[config.mk]
export PLATFORM = sky130hd
export DESIGN_NAME = pmq_fifo
export DESIGN_NICKNAME = d
export VERILOG_FILES = /design/src/priority_message_queue_top_macros.svh /design/src/pmq_pkg.sv /design/src/pmq_fifo.sv
export SDC_FILE = /design/constraint.sdc
export NUM_CORES = 1
export LEC_CHECK = 0
export ABC_AREA = 0
export BUFFER_PORTS_ARGS = -buffer_cell sky130_fd_sc_hd__buf_2
export CAP_MARGIN = 20
export CORE_ASPECT_RATIO = 1.5
export CORE_MARGIN = 4
export CORE_UTILIZATION = 33
export DETAILED_ROUTE_END_ITERATION = 8
export PLACE_DENSITY_LB_ADDON = 0.3
export SLEW_MARGIN = 40
export SYNTH_ARGS = -nofsm -noshare
export SYNTH_HDL_FRONTEND = slang
export SYNTH_SLANG_ARGS = --single-unit
[constraint.sdc]
create_clock -name i_clk -period 13.9 [get_ports i_clk]
set_input_delay 2.78 -clock i_clk [delete_from_list [all_inputs] [get_ports i_clk]]
set_output_delay 2.78 -clock i_clk [all_outputs]
set_load 0.1 [all_outputs]
[src/priority_message_queue_top_macros.svh]
// ----------------------------------------------------------------------------
// Priority message queue assertion macros
// Clocked property checks that can be compiled out with ASSERT_OFF.
// ----------------------------------------------------------------------------
`ifndef PRIORITY_MESSAGE_QUEUE_TOP_MACROS_SVH
`define PRIORITY_MESSAGE_QUEUE_TOP_MACROS_SVH

`ifndef ASSERT_OFF
// check disabled while reset is low
`define PMQ_ASSERT(label, clk, rst_n, prop) \
    label: assert property (@(posedge clk) disable iff (!rst_n) prop) \
        else $error("pmq assertion failed");
// check active in every cycle, reset included
`define PMQ_ASSERT_ALWAYS(label, clk, prop) \
    label: assert property (@(posedge clk) prop) \
        else $error("pmq assertion failed");
`else
`define PMQ_ASSERT(label, clk, rst_n, prop)
`define PMQ_ASSERT_ALWAYS(label, clk, prop)
`endif

`endif

[src/pmq_pkg.sv]
// ----------------------------------------------------------------------------
// Priority message queue package
// Shared codes, limits and command/result types.
// ----------------------------------------------------------------------------
`timescale 1ns / 1ps
`default_nettype none
package pmq_pkg;

    localparam int PRIORITY_LEVELS  = 32768;
    localparam int SIGNAL_COUNT     = 65;
    localparam int DESCRIPTOR_COUNT = 256;

    localparam logic [2:0] FN_SEND   = 3'd0;
    localparam logic [2:0] FN_RECV   = 3'd1;
    localparam logic [2:0] FN_REG    = 3'd2;
    localparam logic [2:0] FN_CANCEL = 3'd3;
    localparam logic [2:0] FN_CLOSE  = 3'd4;

    localparam logic [1:0] AM_RDONLY = 2'd0;
    localparam logic [1:0] AM_WRONLY = 2'd1;
    localparam logic [1:0] AM_RDWR   = 2'd2;

    localparam logic [1:0] NK_NONE   = 2'd0;
    localparam logic [1:0] NK_SIGNAL = 2'd1;

    localparam logic [3:0] ST_OK     = 4'd0;
    localparam logic [3:0] ST_ACCESS = 4'd1;
    localparam logic [3:0] ST_LONG   = 4'd2;
    localparam logic [3:0] ST_PRIO   = 4'd3;
    localparam logic [3:0] ST_FULL   = 4'd4;
    localparam logic [3:0] ST_EMPTY  = 4'd5;
    localparam logic [3:0] ST_NOTIFY = 4'd6;
    localparam logic [3:0] ST_BUSY   = 4'd7;
    localparam logic [3:0] ST_SMALL  = 4'd8;

    localparam logic REG_MAX_MESSAGES = 1'b0;
    localparam logic REG_MESSAGE_SIZE = 1'b1;

    typedef struct packed {
        logic [2:0]  func;
        logic [3:0]  pre_status;
        logic [16:0] length;
        logic [14:0] prio;
        logic [15:0] req;
        logic [7:0]  desc;
        logic [1:0]  kind;
        logic [6:0]  signo;
        logic [63:0] sval;
        logic        waiting;
    } t_cmd;

    typedef struct packed {
        logic [3:0]  status;
        logic [7:0]  slot_index;
        logic [14:0] message_priority;
        logic [16:0] message_length;
        logic [8:0]  message_count;
        logic        notify_fire;
        logic [15:0] notify_target;
        logic [6:0]  notify_signal;
        logic [63:0] notify_data;
    } t_res;

    typedef enum logic [2:0] {
        S_IDLE,
        S_EXEC,
        S_SEND,
        S_RECV,
        S_RECV_END,
        S_RECV_DEC,
        S_EMIT
    } t_state;

endpackage
`default_nettype wire

[src/pmq_fifo.sv]
// ----------------------------------------------------------------------------
// Priority message queue command FIFO
// Two-entry queue between the front end and the slot engine.
// ----------------------------------------------------------------------------
`timescale 1ns / 1ps
`default_nettype none
module pmq_fifo (
    input  wire            i_clk,
    input  wire            i_rst_n,
    input  wire            i_push,
    input  pmq_pkg::t_cmd  i_data,
    output logic           o_full,
    input  wire            i_pop,
    output pmq_pkg::t_cmd  o_data,
    output logic           o_empty
);
    import pmq_pkg::*;

    t_cmd       r_mem [2];
    logic       r_wr_ptr;
    logic       r_rd_ptr;
    logic [1:0] r_count;
    logic       do_push;
    logic       do_pop;

    assign o_full  = (r_count == 2'd2);
    assign o_empty = (r_count == 2'd0);
    assign do_push = i_push && !o_full;
    assign do_pop  = i_pop && !o_empty;
    assign o_data  = r_mem[r_rd_ptr];

    always_ff @(posedge i_clk) begin
        if (do_push) begin
            r_mem[r_wr_ptr] <= i_data;
        end
    end

    always_ff @(posedge i_clk) begin
        if (!i_rst_n) begin
            r_wr_ptr <= 1'b0;
            r_rd_ptr <= 1'b0;
            r_count  <= 2'd0;
        end else begin
            if (do_push) r_wr_ptr <= ~r_wr_ptr;
            if (do_pop)  r_rd_ptr <= ~r_rd_ptr;
            r_count <= r_count + 2'(do_push) - 2'(do_pop);
        end
    end
endmodule
`default_nettype wire

==> results.toml <==
[timing]
rsz0062_at_grt = "false"
fin_ws_ns = 8.549
finalCritPeriodShare_pct = 38.50
clock-skew-final_ns = 0.006484
max_freq_ghz = 0.1869
finalHoldViolations = 0
slew_viol_final = 0
setup_tns_ns = 0
tightest_slew_ns = 0.7979
slew-limit-headroom_pct = 46.81
finalSetupViolCount = 0
hold_slack_ns = 0.5122
min_period_ns = 5.351

[clocking]
cts_root_buffer = "clkbuf_16"
htreeDepth = 1
clk_pin_slew_ns = 0.06
cts_resized = 0
clock_path_buffers = 3
cts_buffers = 27
cts_setup_buffers = 0
hold_buffers = 0
cts_sinks = 279
clk_latency_ns = 0.53
cts_tree = "built"

[routing]
drcViolationCount = 0
final_antenna_net_count = 0
routed_wirelength_mm = 20.81
dr.pass1.iters = 4
initialDrtViolationCount = 141
wl_per_cell_um = 17.72
num_vias = 5135
vias_per_cell = 4.374

[final_layout]
multi_input_area_um2 = 1678
fin_nets = 895
drive_gt1_share_pct = 59.97
syn_to_final_growth_pct = 26.65
fill_cells = 2745
final_cell_mix = "buf_2 (279), edfxtp_1 (274), mux2_2 (137)"
seq_area_um2 = 8332
mostFrequentLayoutCell = "buf_2"

[global_route]
grt-ovfl-total = 0
grt_usage_pct = 11.66
grt_max_degree = 72
grt_pass1_vias = 5554
grt_pass1_wl_mm = 30.57
antenna_found_initial = 4

[floorplanning]
fp.dieH_um = 223.3
start_util_pct = 33.60
die-area_um2 = 33840
ios = 280
num_rows = 78
dieWidth_um = 151.5
fp.coreArea_um2 = 30350

[synth]
netlist_area_um2 = 10200
synth_edf_count = 274
yosys_most_used_dff = "edfxtp_1"
avgSynthCellArea_um2 = 22.51
synth_top_area_share_pct = 80.68
synth.area.top_cells = "edfxtp_1 (81%), mux2_2 (15%), clkbuf_8 (1.3%)"
synth_top_area_cell = "edfxtp_1"
seq_area_frac_synth_pct = 81.66
syn_nets = 596
async_reset_ff_share_pct = 0
ys_warn_count = 0
synth_cell_types = 17
synth-seq-cells = 279
synthCells = 453

[critical_path]
cp_max_fo = 71
crit_arrival_ns = 2.57
reg2reg_slack_ns = 11.50
r2r_end = "r_mem[0][91]$_DFFE_PP_"
critical_path_class = "flop to primary output"
end_kind = "primary output"
r2r-start = "r_count[0]$_SDFF_PN0_"
reg2regPathDepth = 4
cp.required_ns = 11.12
cp-start-kind = "flop"

[place]
place_hpwl_mm = 14.03
port_buffers = 279
place_ws_ns = 9.055
gp_congestion = 0.7059

[run_status]
status = "finished, final reports clean"

[min_path]
hold_class = "flop to flop"
hp-start = "r_rd_ptr$_SDFFE_PN0P_"
worstHoldEndpoint = "r_rd_ptr$_SDFFE_PN0P_"
hold_depth = 2

[job]
maxCapViolations = 0
## cells by family (layout without fill, tap and decap cells)
group / after synthesis / in the layout / share of synthesized area (%)
xor gates and xnor gates: 2 / 2 / 0.1718
buffers and inverters: 18 / 337 / 2.012
AOI/OAI and AO/OA: 1 / 1 / 0.07364
adders and majority gates: 2 / 2 / 0.2453
and+or+nand+nor: 13 / 13 / 0.6134
DFF: 279 / 279 / 81.66
other: 0 / 2 / 0
muxes: 138 / 138 / 15.23
## worst max-delay path by stage
stage               startpoint               endpoint  slack, ns  cells after the start
floorplan               i_push  r_mem[0][0]$_DFFE_PP_       4.70                      2
global placement          flop            o_data[106]       8.39                      3
detailed placement        flop            o_data[106]       9.05                      3
CTS                       flop            o_data[106]       8.47                      3
global route              flop             o_data[51]       8.44                      3
finish                    flop             o_data[51]       8.55                      3
## final cells by class
type / instances / area share (%)
inverters: 3 / 0.08718
clock buffers: 33 / 5.405
well taps: 400 / 3.875
diodes: 2 / 0.03875
multi-input cells: 156 / 12.99
flip-flops and latches: 279 / 64.51
clock inverters: 16 / 1.753
repair buffers: 285 / 11.34
## sequential cells by signal, indices dropped and copies added (netlist names), named ones only
register and flops:
r_count 2, r_rd_ptr 1, r_mem 274, r_wr_ptr 1
## cell usage after synthesis, drive strengths merged (2+ instances only)
master and count:
and2 2, buf 5, clkbuf 10, dfxtp 5, edfxtp 274, ha 2
inv 3, mux2 137, nand2 2, nand2b 2, nor2 5
## routing by layer
layer  part of all wire (%)  track usage, %  vias to the layer above
met5                   0.12               0                        -
met2                     54           22.10                      177
met1                     35           11.81                     2517
met4                    3.1           4.497                        4
li1                       -               -                     2394
met3                    7.9           3.231                       43
## critical path: stages, from the launching register on
cell and delay, ns:
dfxtp_4 0.64, buf_6 0.58, mux2_2 0.30, buf_2 0.43
## metrics by stage
step | instance area, um^2 | cells | utilization [%]
after global routing | 12920 | 1174 | 42.56
after CTS | 12910 | 1172 | 42.54
final | 12920 | 1174 | 42.56
after global placement | 11960 | 1122 | 39.39
after detailed placement | 11990 | 1123 | 39.49
after floorplan | 10200 | 453 | -
Power is not shown: default switching activity piles up to over one toggle a cycle in this logic, so the estimate is an artifact.
