--- src/priority_message_queue_top_macros.svh ---
// ----------------------------------------------------------------------------
// Priority message queue assertion macros
// Clocked property checks that can be compiled out with ASSERT_OFF.
// ----------------------------------------------------------------------------
`ifndef PRIORITY_MESSAGE_QUEUE_TOP_MACROS_SVH
`define PRIORITY_MESSAGE_QUEUE_TOP_MACROS_SVH

`ifndef ASSERT_OFF
// check disabled while reset is low
`define PMQ_ASSERT(label, clk, rst_n, prop) \
    label: assert property (@(posedge clk) disable iff (!rst_n) prop) \
        else $error("pmq assertion failed");
// check active in every cycle, reset included
`define PMQ_ASSERT_ALWAYS(label, clk, prop) \
    label: assert property (@(posedge clk) prop) \
        else $error("pmq assertion failed");
`else
`define PMQ_ASSERT(label, clk, rst_n, prop)
`define PMQ_ASSERT_ALWAYS(label, clk, prop)
`endif

`endif

--- src/pmq_pkg.sv ---
// ----------------------------------------------------------------------------
// Priority message queue package
// Shared codes, limits and command/result types.
// ----------------------------------------------------------------------------
`timescale 1ns / 1ps
`default_nettype none
package pmq_pkg;

    localparam int PRIORITY_LEVELS  = 32768;
    localparam int SIGNAL_COUNT     = 65;
    localparam int DESCRIPTOR_COUNT = 256;

    localparam logic [2:0] FN_SEND   = 3'd0;
    localparam logic [2:0] FN_RECV   = 3'd1;
    localparam logic [2:0] FN_REG    = 3'd2;
    localparam logic [2:0] FN_CANCEL = 3'd3;
    localparam logic [2:0] FN_CLOSE  = 3'd4;

    localparam logic [1:0] AM_RDONLY = 2'd0;
    localparam logic [1:0] AM_WRONLY = 2'd1;
    localparam logic [1:0] AM_RDWR   = 2'd2;

    localparam logic [1:0] NK_NONE   = 2'd0;
    localparam logic [1:0] NK_SIGNAL = 2'd1;

    localparam logic [3:0] ST_OK     = 4'd0;
    localparam logic [3:0] ST_ACCESS = 4'd1;
    localparam logic [3:0] ST_LONG   = 4'd2;
    localparam logic [3:0] ST_PRIO   = 4'd3;
    localparam logic [3:0] ST_FULL   = 4'd4;
    localparam logic [3:0] ST_EMPTY  = 4'd5;
    localparam logic [3:0] ST_NOTIFY = 4'd6;
    localparam logic [3:0] ST_BUSY   = 4'd7;
    localparam logic [3:0] ST_SMALL  = 4'd8;

    localparam logic REG_MAX_MESSAGES = 1'b0;
    localparam logic REG_MESSAGE_SIZE = 1'b1;

    typedef struct packed {
        logic [2:0]  func;
        logic [3:0]  pre_status;
        logic [16:0] length;
        logic [14:0] prio;
        logic [15:0] req;
        logic [7:0]  desc;
        logic [1:0]  kind;
        logic [6:0]  signo;
        logic [63:0] sval;
        logic        waiting;
    } t_cmd;

    typedef struct packed {
        logic [3:0]  status;
        logic [7:0]  slot_index;
        logic [14:0] message_priority;
        logic [16:0] message_length;
        logic [8:0]  message_count;
        logic        notify_fire;
        logic [15:0] notify_target;
        logic [6:0]  notify_signal;
        logic [63:0] notify_data;
    } t_res;

    typedef enum logic [2:0] {
        S_IDLE,
        S_EXEC,
        S_SEND,
        S_RECV,
        S_RECV_END,
        S_RECV_DEC,
        S_EMIT
    } t_state;

endpackage
`default_nettype wire

--- src/pmq_front.sv ---
// ----------------------------------------------------------------------------
// Priority message queue front end
// Holds configuration, accepts requests and runs the table-free checks.
// ----------------------------------------------------------------------------
`timescale 1ns / 1ps
`default_nettype none
module pmq_front #(
    parameter int SLOT_LIMIT = 256,
    parameter int CW         = 9
) (
    input  wire               i_clk,
    input  wire               i_rst_n,
    input  wire               i_cfg_we,
    input  wire               i_cfg_addr,
    input  wire  [16:0]       i_cfg_data,
    input  wire  [2:0]        i_func,
    input  wire  [16:0]       i_length,
    input  wire  [14:0]       i_send_priority,
    input  wire  [1:0]        i_access_mode,
    input  wire  [15:0]       i_requester_id,
    input  wire  [7:0]        i_descriptor_id,
    input  wire  [1:0]        i_notify_kind,
    input  wire  [6:0]        i_signal_number,
    input  wire  [63:0]       i_signal_value,
    input  wire               i_receiver_waiting,
    output pmq_pkg::t_cmd     o_cmd,
    output logic [CW-1:0]     o_lim
);
    import pmq_pkg::*;

    logic [8:0]  r_max_messages;
    logic [16:0] r_message_size;
    logic [3:0]  pre;

    always_ff @(posedge i_clk) begin
        if (!i_rst_n) begin
            r_max_messages <= 9'd10;
            r_message_size <= 17'd8192;
        end else if (i_cfg_we) begin
            if (i_cfg_addr == REG_MAX_MESSAGES) begin
                r_max_messages <= i_cfg_data[8:0];
            end else begin
                r_message_size <= i_cfg_data;
            end
        end
    end

    assign o_lim = (32'(r_max_messages) > SLOT_LIMIT) ? CW'(SLOT_LIMIT) : CW'(r_max_messages);

    always_comb begin
        pre = ST_OK;
        if (i_func <= FN_CLOSE && 32'(i_descriptor_id) >= DESCRIPTOR_COUNT) begin
            pre = ST_ACCESS;
        end else if (i_func == FN_SEND) begin
            if (i_access_mode == AM_RDONLY) pre = ST_ACCESS;
            else if (i_length > r_message_size) pre = ST_LONG;
            else if (32'(i_send_priority) >= PRIORITY_LEVELS) pre = ST_PRIO;
        end else if (i_func == FN_RECV) begin
            if (i_access_mode == AM_WRONLY) pre = ST_ACCESS;
            else if (i_length < r_message_size) pre = ST_SMALL;
        end else if (i_func == FN_REG) begin
            if (i_notify_kind > NK_SIGNAL ||
                (i_notify_kind == NK_SIGNAL && 32'(i_signal_number) >= SIGNAL_COUNT))
                pre = ST_NOTIFY;
        end
    end

    always_comb begin
        o_cmd.func       = i_func;
        o_cmd.pre_status = pre;
        o_cmd.length     = i_length;
        o_cmd.prio       = i_send_priority;
        o_cmd.req        = i_requester_id;
        o_cmd.desc       = i_descriptor_id;
        o_cmd.kind       = i_notify_kind;
        o_cmd.signo      = i_signal_number;
        o_cmd.sval       = i_signal_value;
        o_cmd.waiting    = i_receiver_waiting;
    end
endmodule
`default_nettype wire

--- config.mk ---
export PLATFORM = sky130hd
export DESIGN_NAME = pmq_front
export DESIGN_NICKNAME = d
export VERILOG_FILES = /design/src/priority_message_queue_top_macros.svh /design/src/pmq_pkg.sv /design/src/pmq_front.sv
export SDC_FILE = /design/constraint.sdc
export NUM_CORES = 1
export LEC_CHECK = 0
export ABC_AREA = 0
export BUFFER_PORTS_ARGS = -buffer_cell sky130_fd_sc_hd__buf_4
export CAP_MARGIN = 20
export CORE_AREA = 2 2 116 118
export CTS_CLUSTER_DIAMETER = 200
export DETAILED_ROUTE_END_ITERATION = 6
export DIE_AREA = 0 0 118 120
export GPL_TIMING_DRIVEN = 0
export REMOVE_ABC_BUFFERS = 1
export SLEW_MARGIN = 20
export SYNTH_ARGS = -nofsm -noshare
export SYNTH_HDL_FRONTEND = slang
export SYNTH_SLANG_ARGS = --single-unit
--- constraint.sdc ---
create_clock -name i_clk -period 2.2 [get_ports i_clk]
set_input_delay 0.44 -clock i_clk [delete_from_list [all_inputs] [get_ports i_clk]]
set_output_delay 0.44 -clock i_clk [all_outputs]
set_load 0.01 [all_outputs]
==> results of run 1 <==
## path summary, 6_finish.rpt
| check | start | endpoint | slack, ns | cells past startpoint |
|---|---|---|---|---|
| setup / recovery | r_message_size[4]$_SDFFE_PN0P_ | o_cmd[131] | -0.09 | 8 |
| hold / removal | i_cfg_data[1] | r_max_messages[1]$_SDFFE_PN1P_ | 0.40 | 3 |
| setup reg to reg | r_max_messages[8]$_SDFFE_PN0P_ | r_max_messages[8]$_SDFFE_PN0P_ | 1.35 | 2 |
| hold reg to reg | r_message_size[16]$_SDFFE_PN0P_ | r_message_size[16]$_SDFFE_PN0P_ | 0.45 | 2 |
## synth_stat cells, types with 2 or more instances
master and instances:
a211oi_1 2, a21boi_1 23, a21oi_1 6, buf_2 3, buf_4 133, clkbuf_1 5, dfxtp_1 26, ha_1 17
inv_1 19, nand2_1 58, nand2b_1 2, nand3_1 3, nand4_1 3, nor2_1 6, nor2b_1 9, nor4_1 2
o21ai_0 4
## repair_timing
action                     4_1_cts  5_1_grt
setup endpoints to repair        2        2
setup buffers                    3        0
resized for setup               28        4
pin swaps                        9        1
hold buffers                     0        0
## layout make-up
type	count	area share (%)
inverters	19	2.66
repair buffers	96	27.0
multi-input cells	145	38.4
clock buffers	3	2.80
flip-flops and latches	26	19.8
clock inverters	1	1.12
well taps	176	8.21
## worst min-delay path, delay by kind of cell
kind	cells	cell delay, ns
AND/OR/NAND/NOR	2	0.10
buffers and inverters	1	0.09
## where the power goes
group	total, mW	switching [mW]	leakage, nW	internal [mW]
logic	0.364	0.177	0.869	0.188
registers	0.508	0.0130	0.217	0.495
clock network	0.539	0.177	0.0511	0.362
total	1.41	0.366	1.14	1.04
## kinds of logic (layout without fill, tap and decap cells)
group / after synthesis / after routing
AO/OA/AOI/OAI: 41 / 41
XOR/XNOR: 1 / 1
adder cells (fa/ha/maj): 17 / 17
buffers and inverters: 160 / 119
flip-flops: 26 / 26
AND/OR/NAND/NOR: 86 / 86
## metrics by stage
| step | TNS [ns] | power (mW) | std cells | hold WS (ns) |
|---|---|---|---|---|
| final | -0.0926 | 1.41 | 466 | 0.401 |
| after global routing | -0.285 | 1.49 | 466 | 0.411 |
| after CTS | -0.177 | 1.42 | 466 | 0.395 |
| after detailed placement | -0.362 | 0.841 | 459 | 0.446 |
| after global placement | -0.336 | 0.831 | 459 | 0.438 |
| after floorplan | 0 | 0.628 | 190 | 0.430 |
## per-layer routing
metal | part of all wire, % | up-vias
met2 | 54 | 296
met5 | 0.34 | -
met4 | 4.4 | 2
li1 | - | 838
met1 | 15 | 813
met3 | 26 | 30
## sequential cells by signal (all words and copies together) (netlist names)
register        flops
r_message_size     17
r_max_messages      9
==> key figures, run 1 <==
Synthesis
  – Post-synthesis simple-gate area fraction: between 10% and 20%
  – Adder-cell share of the synthesized area: 8.47%
  – Compound-Gate Fraction of Synth Area: a little under an eighth
  – Largest area contributor in the netlist: buf_4
  – Distinct cells, synth: 27
  – Synthesized area per cell: approximately 7.6 sq um
  – Synth Cell Area: 0.00251 sq mm
  – Synth area leaders: buf_4 40%, dfxtp_1 21%, nand2_1 8.7%, ha_1 8.5%, a21boi_1 6.9%
  – Synth Area in XOR/XNOR: less than 1%
  – Largest family of logic cells by synthesized area: buffers and inverters
  – Main synth FF type: dfxtp_1
  – Mux cell area share after synthesis: 0%
  – Post-synth EDFFs: 0
  – Synthesis warning total: 0
  – Sequential area share after synthesis: between 20 and 25%
  – Post-synth ARST share: 0%
  – Cell count after synthesis: roughly 330
  – Register bit total from synthesis: 26
  – Yosys top cell area share: a little under 40%

STA
  – Tmin final: 2.29 ns
  – Final setup margin: -0.0926 ns
  – Least-Margin Pin Slew: about 0.72 ns
  – Slew margin rel.: between 50% and 60%
  – Hold Vio Cnt, Final: 0
  – Period utilization: 104%
  – Peak Freq: about 0.44 GHz
  – Setup Viol. Count Final: 1
  – Final Skew: 0 ns
  – Max-slew violations: 0
  – RSZ-0062 raised after global routing: yes

Pwr
  – Leakage: 1.14 nW
  – VDD IR-drop max: ~0.35 mV
  – Pwr/cell area: roughly 530 mW/mm^2

Route
  – Routed WL: slightly above 20 mm
  – ANT nets after route: 0
  – Pre-antenna DRT Iters: 4
  – Vias: a little under 2000
  – WL per Instance: roughly 44 um
  – Vias per cell: between 4 and 5
  – First DRT Iteration DRCs: 84
  – Residual DRC count: 0

Worst setup path
  – CP max FO: 3
  – CP Launch Type: flop
  – Critical Path Max Stage Delay: between 0.3 and 0.4 ns
  – WP data required: ~1.8 ns
  – Worst path cell trace: inv_1, ha_4, nand4_1, o221ai_2, a211oi_2, o21ai_2, a31o_1, buf_6
  – Slowest-stage cell, CP: dfxtp_1
  – Setup CP Type: reg -> out
  – Crit path max-delay family: compound AO/OA/AOI/OAI gates
  – Worst endpoint data arrival time: 1.85 ns
  – Crit. End Element: output pin
  – WP buf/inv: 2

Layout
  – Final instance area: roughly 0.0027 sq mm
  – Core Util, Final: roughly a fifth
  – # fillers: 1461
  – Most frequent cells in the layout: 95 x buf_4, 56 x nand2_1, 23 x a21boi_1
  – Net count, final: about 460
  – Layout area overhead: 6.78%
  – Share of layout cells above drive strength 1: a little under half
  – Most common cell after layout, fill and taps aside: buf_4
  – N_diodes: 0
  – Footprint of the multi-input gates: roughly 0.001 sq mm
  – Sequential Area: roughly 530 sq um

Die
  – Die width: around 120 um
  – Effective utilization at floorplan: between 10% and 20%
  – Num rows: 42
  – Core area: about 0.013 sq mm
  – Full die area: between 0.01 and 0.015 sq mm
  – IO Count: a little over 300
  – Die Y: ~120 um

Worst hold path
  – Worst Hold Class: in -> reg

Flow run
  – MaxCap Viol Count: 0

Place
  – HPWL after detailed placement: between 15 and 20 mm
  – Gpl congestion: around 0.95
  – DP Worst Slack: -0.216 ns
  – Post-DP Area: ~0.0024 sq mm
  – Port bufs: between 90 and 100

Clocking
  – Clock sink count: 26
  – CTS buffer count: 3
  – Clk_lat worst skew: 0.26 ns
  – Clk slew on worst S/H paths: roughly 0.070 ns
  – Root Driver: clkbuf_16
  – H-tree depth: 1
  – Maximum root-to-sink buffer count: 2
  – CTS tree: built

Global route
  – Largest net degree at the start of global routing: 27
  – Vias in the first global route: around 1900
  – Most Crowded Layer GR: met2
  – Grt total ovfl: 0
  – Routing usage on met2: between 50% and 60%
  – Met3 GRT Util: between 30% and 40%
  – GRT Total Usage: 28.0%
  – Antenna violations before repair: 0
  – Global-route wire length before repair: approximately 25 mm
  – Grt met1 use: 12.2%

Run status
  – Status: finished, violations left
  – Violated checks: negative setup slack
Note: power is estimated with default switching activity, not from simulation.
==> run 2: changes to the inputs <==
--- a/config.mk
+++ b/config.mk
@@ -13,6 +13,7 @@
 export DETAILED_ROUTE_END_ITERATION = 6
 export DIE_AREA = 0 0 118 120
 export GPL_TIMING_DRIVEN = 0
+export PLACE_DENSITY_LB_ADDON = 0.2
 export REMOVE_ABC_BUFFERS = 1
 export SLEW_MARGIN = 20
 export SYNTH_ARGS = -nofsm -noshare
==> key figures, run 2 (synthesized netlist as in run 1, its figures left out) <==
Run status
  – Status: finished, violations left
  – Violated checks: negative setup slack

Pwr
  – Pwr/cell area: around 540 mW/mm^2
  – Leakage: 1.13 nW
  – Power consumption: 1.42 mW
  – VDD IR-drop max: between 0.2 and 0.3 mV

STA
  – Max-slew violations: 0
  – Hold Vio Cnt, Final: 0
  – RSZ-0062 raised after global routing: yes
  – Min Hold Slack: about 0.39 ns
  – Tmin final: 2.43 ns
  – Slew margin rel.: between 50% and 60%
  – Least-Margin Pin Slew: ~0.74 ns
  – Period utilization: 110%
  – Total negative setup slack: -0.368 ns
  – Final Skew: 0 ns
  – Peak Freq: around 0.4 GHz
  – Setup Viol. Count Final: 2
  – Final setup margin: -0.230 ns

Worst setup path
  – CP Launch Type: flop
  – Crit. End Element: output pin
  – Worst R2R End: r_max_messages[8]$_SDFFE_PN0P_
  – CP max FO: 2
  – Reg2Reg Depth: 2
  – Setup CP Type: reg -> out
  – R2R Path Start: r_max_messages[8]$_SDFFE_PN0P_
  – WP data required: roughly 1.8 ns
  – R2R setup slack: between 1 and 1.5 ns
  – Worst endpoint data arrival time: about 2 ns

Clocking
  – Clock sink count: 26
  – H-tree depth: 1
  – Clk_lat worst skew: ~0.27 ns
  – CTS tree: built
  – Maximum root-to-sink buffer count: 2
  – Root Driver: clkbuf_16
  – Hold buffers post-CTS: 0
  – CTS buffer count: 3
  – Clk slew on worst S/H paths: ~0.080 ns

Worst hold path
  – Hold Startpoint: i_cfg_data[3]
  – WHS Path Cells: 3
  – WHS Endpoint: r_max_messages[3]$_SDFFE_PN1P_
  – Worst Hold Class: in -> reg

Layout
  – Layout area overhead: 3.94%
  – Most common cell after layout, fill and taps aside: buf_4
  – Share of layout cells above drive strength 1: about two fifths
  – Final instance area: between 0.002 and 0.003 sq mm
  – Most frequent cells in the layout: 96 x buf_4, 58 x nand2_1, 23 x a21boi_1
  – Top reg by flops: r_message_size
  – Core Util, Final: 20.1%
  – Top Registers: r_message_size x17, r_max_messages x9
  – N_diodes: 0
  – Max FFs per register: 17
  – Final Non-Filler Cells: about 470
  – Net count, final: between 400 and 500

Route
  – Vias: ~1900
  – Routed WL: just over 20 mm
  – First DRT Iteration DRCs: 86
  – WL per Instance: approximately 44 um
  – Residual DRC count: 0
  – Vias per cell: 4.13
  – ANT nets after route: 0
  – Pre-antenna DRT Iters: 4

Die
  – Num rows: 42
  – IO Count: 302
  – Die Y: around 120 um
  – Core area: 0.0130 sq mm
  – Effective utilization at floorplan: between 10% and 20%
  – Die width: 118 um
  – Full die area: approximately 0.014 sq mm

Flow run
  – MaxCap Viol Count: 0

Global route
  – Vias in the first global route: 1830
  – Grt total ovfl: 0
  – Global-route wire length before repair: 25.1 mm
  – Largest net degree at the start of global routing: 27
  – GRT Total Usage: between 20% and 30%
  – Antenna violations before repair: 0

Place
  – Post-DP Area: 0.00240 sq mm
  – Gpl congestion: around 0.99
  – Port bufs: 93
  – Placed Cells: around 460
  – DP Worst Slack: -0.252 ns
  – HPWL after detailed placement: approximately 19 mm
run 2: worst max path at each step:
stage                                     from         end  slack [ns]  depth (start not counted)
2_1_floorplan                     i_length[16]  o_cmd[131]        0.23                          6
3_3_place_gp                      i_length[16]  o_cmd[131]       -0.24                          8
6_report       r_message_size[11]$_SDFFE_PN0P_  o_cmd[131]       -0.23                          8
4_1_cts        r_message_size[10]$_SDFFE_PN0P_  o_cmd[131]       -0.23                          8
3_5_place_dp                      i_length[16]  o_cmd[131]       -0.25                          8
5_1_grt        r_message_size[10]$_SDFFE_PN0P_  o_cmd[131]       -0.31                          8
run 2: worst max-delay path, cell delays in order (launching register included):
cell and delay (ns):
dfxtp_2 0.34, inv_2 0.05, ha_4 0.26, nand4_1 0.19, nor4_4 0.39, a211oi_2 0.13
o21ai_2 0.08, a31o_1 0.18, buf_6 0.11
run 2: timing repair:
| action | 4_1_cts | 5_1_grt |
|---|---|---|
| resized for setup | 16 | 1 |
| setup buffers | 1 | 3 |
| pin swaps | 7 | 4 |
| endpoints found under the hold margin | 0 | 0 |
| endpoints found under the setup margin | 2 | 2 |
run 2: metal layers:
layer	global-route usage [%]	share of wire, %	up-vias
met2	53.2	52	298
met4	3.61	1.3	0
li1	-	-	837
met5	0	0	-
met3	39.8	29	10
met1	14.3	18	783
run 2: report_power, final:
part,switching (mW),internal (mW)
Clock,0.197,0.363
Combinational,0.174,0.178
Sequential,0.0133,0.494
Total,0.385,1.04
run 2: cell type report:
class	count	area, sq um
Fill cell	1487	10400
Multi-Input combinational cell	145	956
Timing Repair Buffer	97	732
Sequential cell	26	526
Tap cell	176	220
Clock buffer	3	75.1
Inverter	19	71.3
Clock inverter	1	30.0
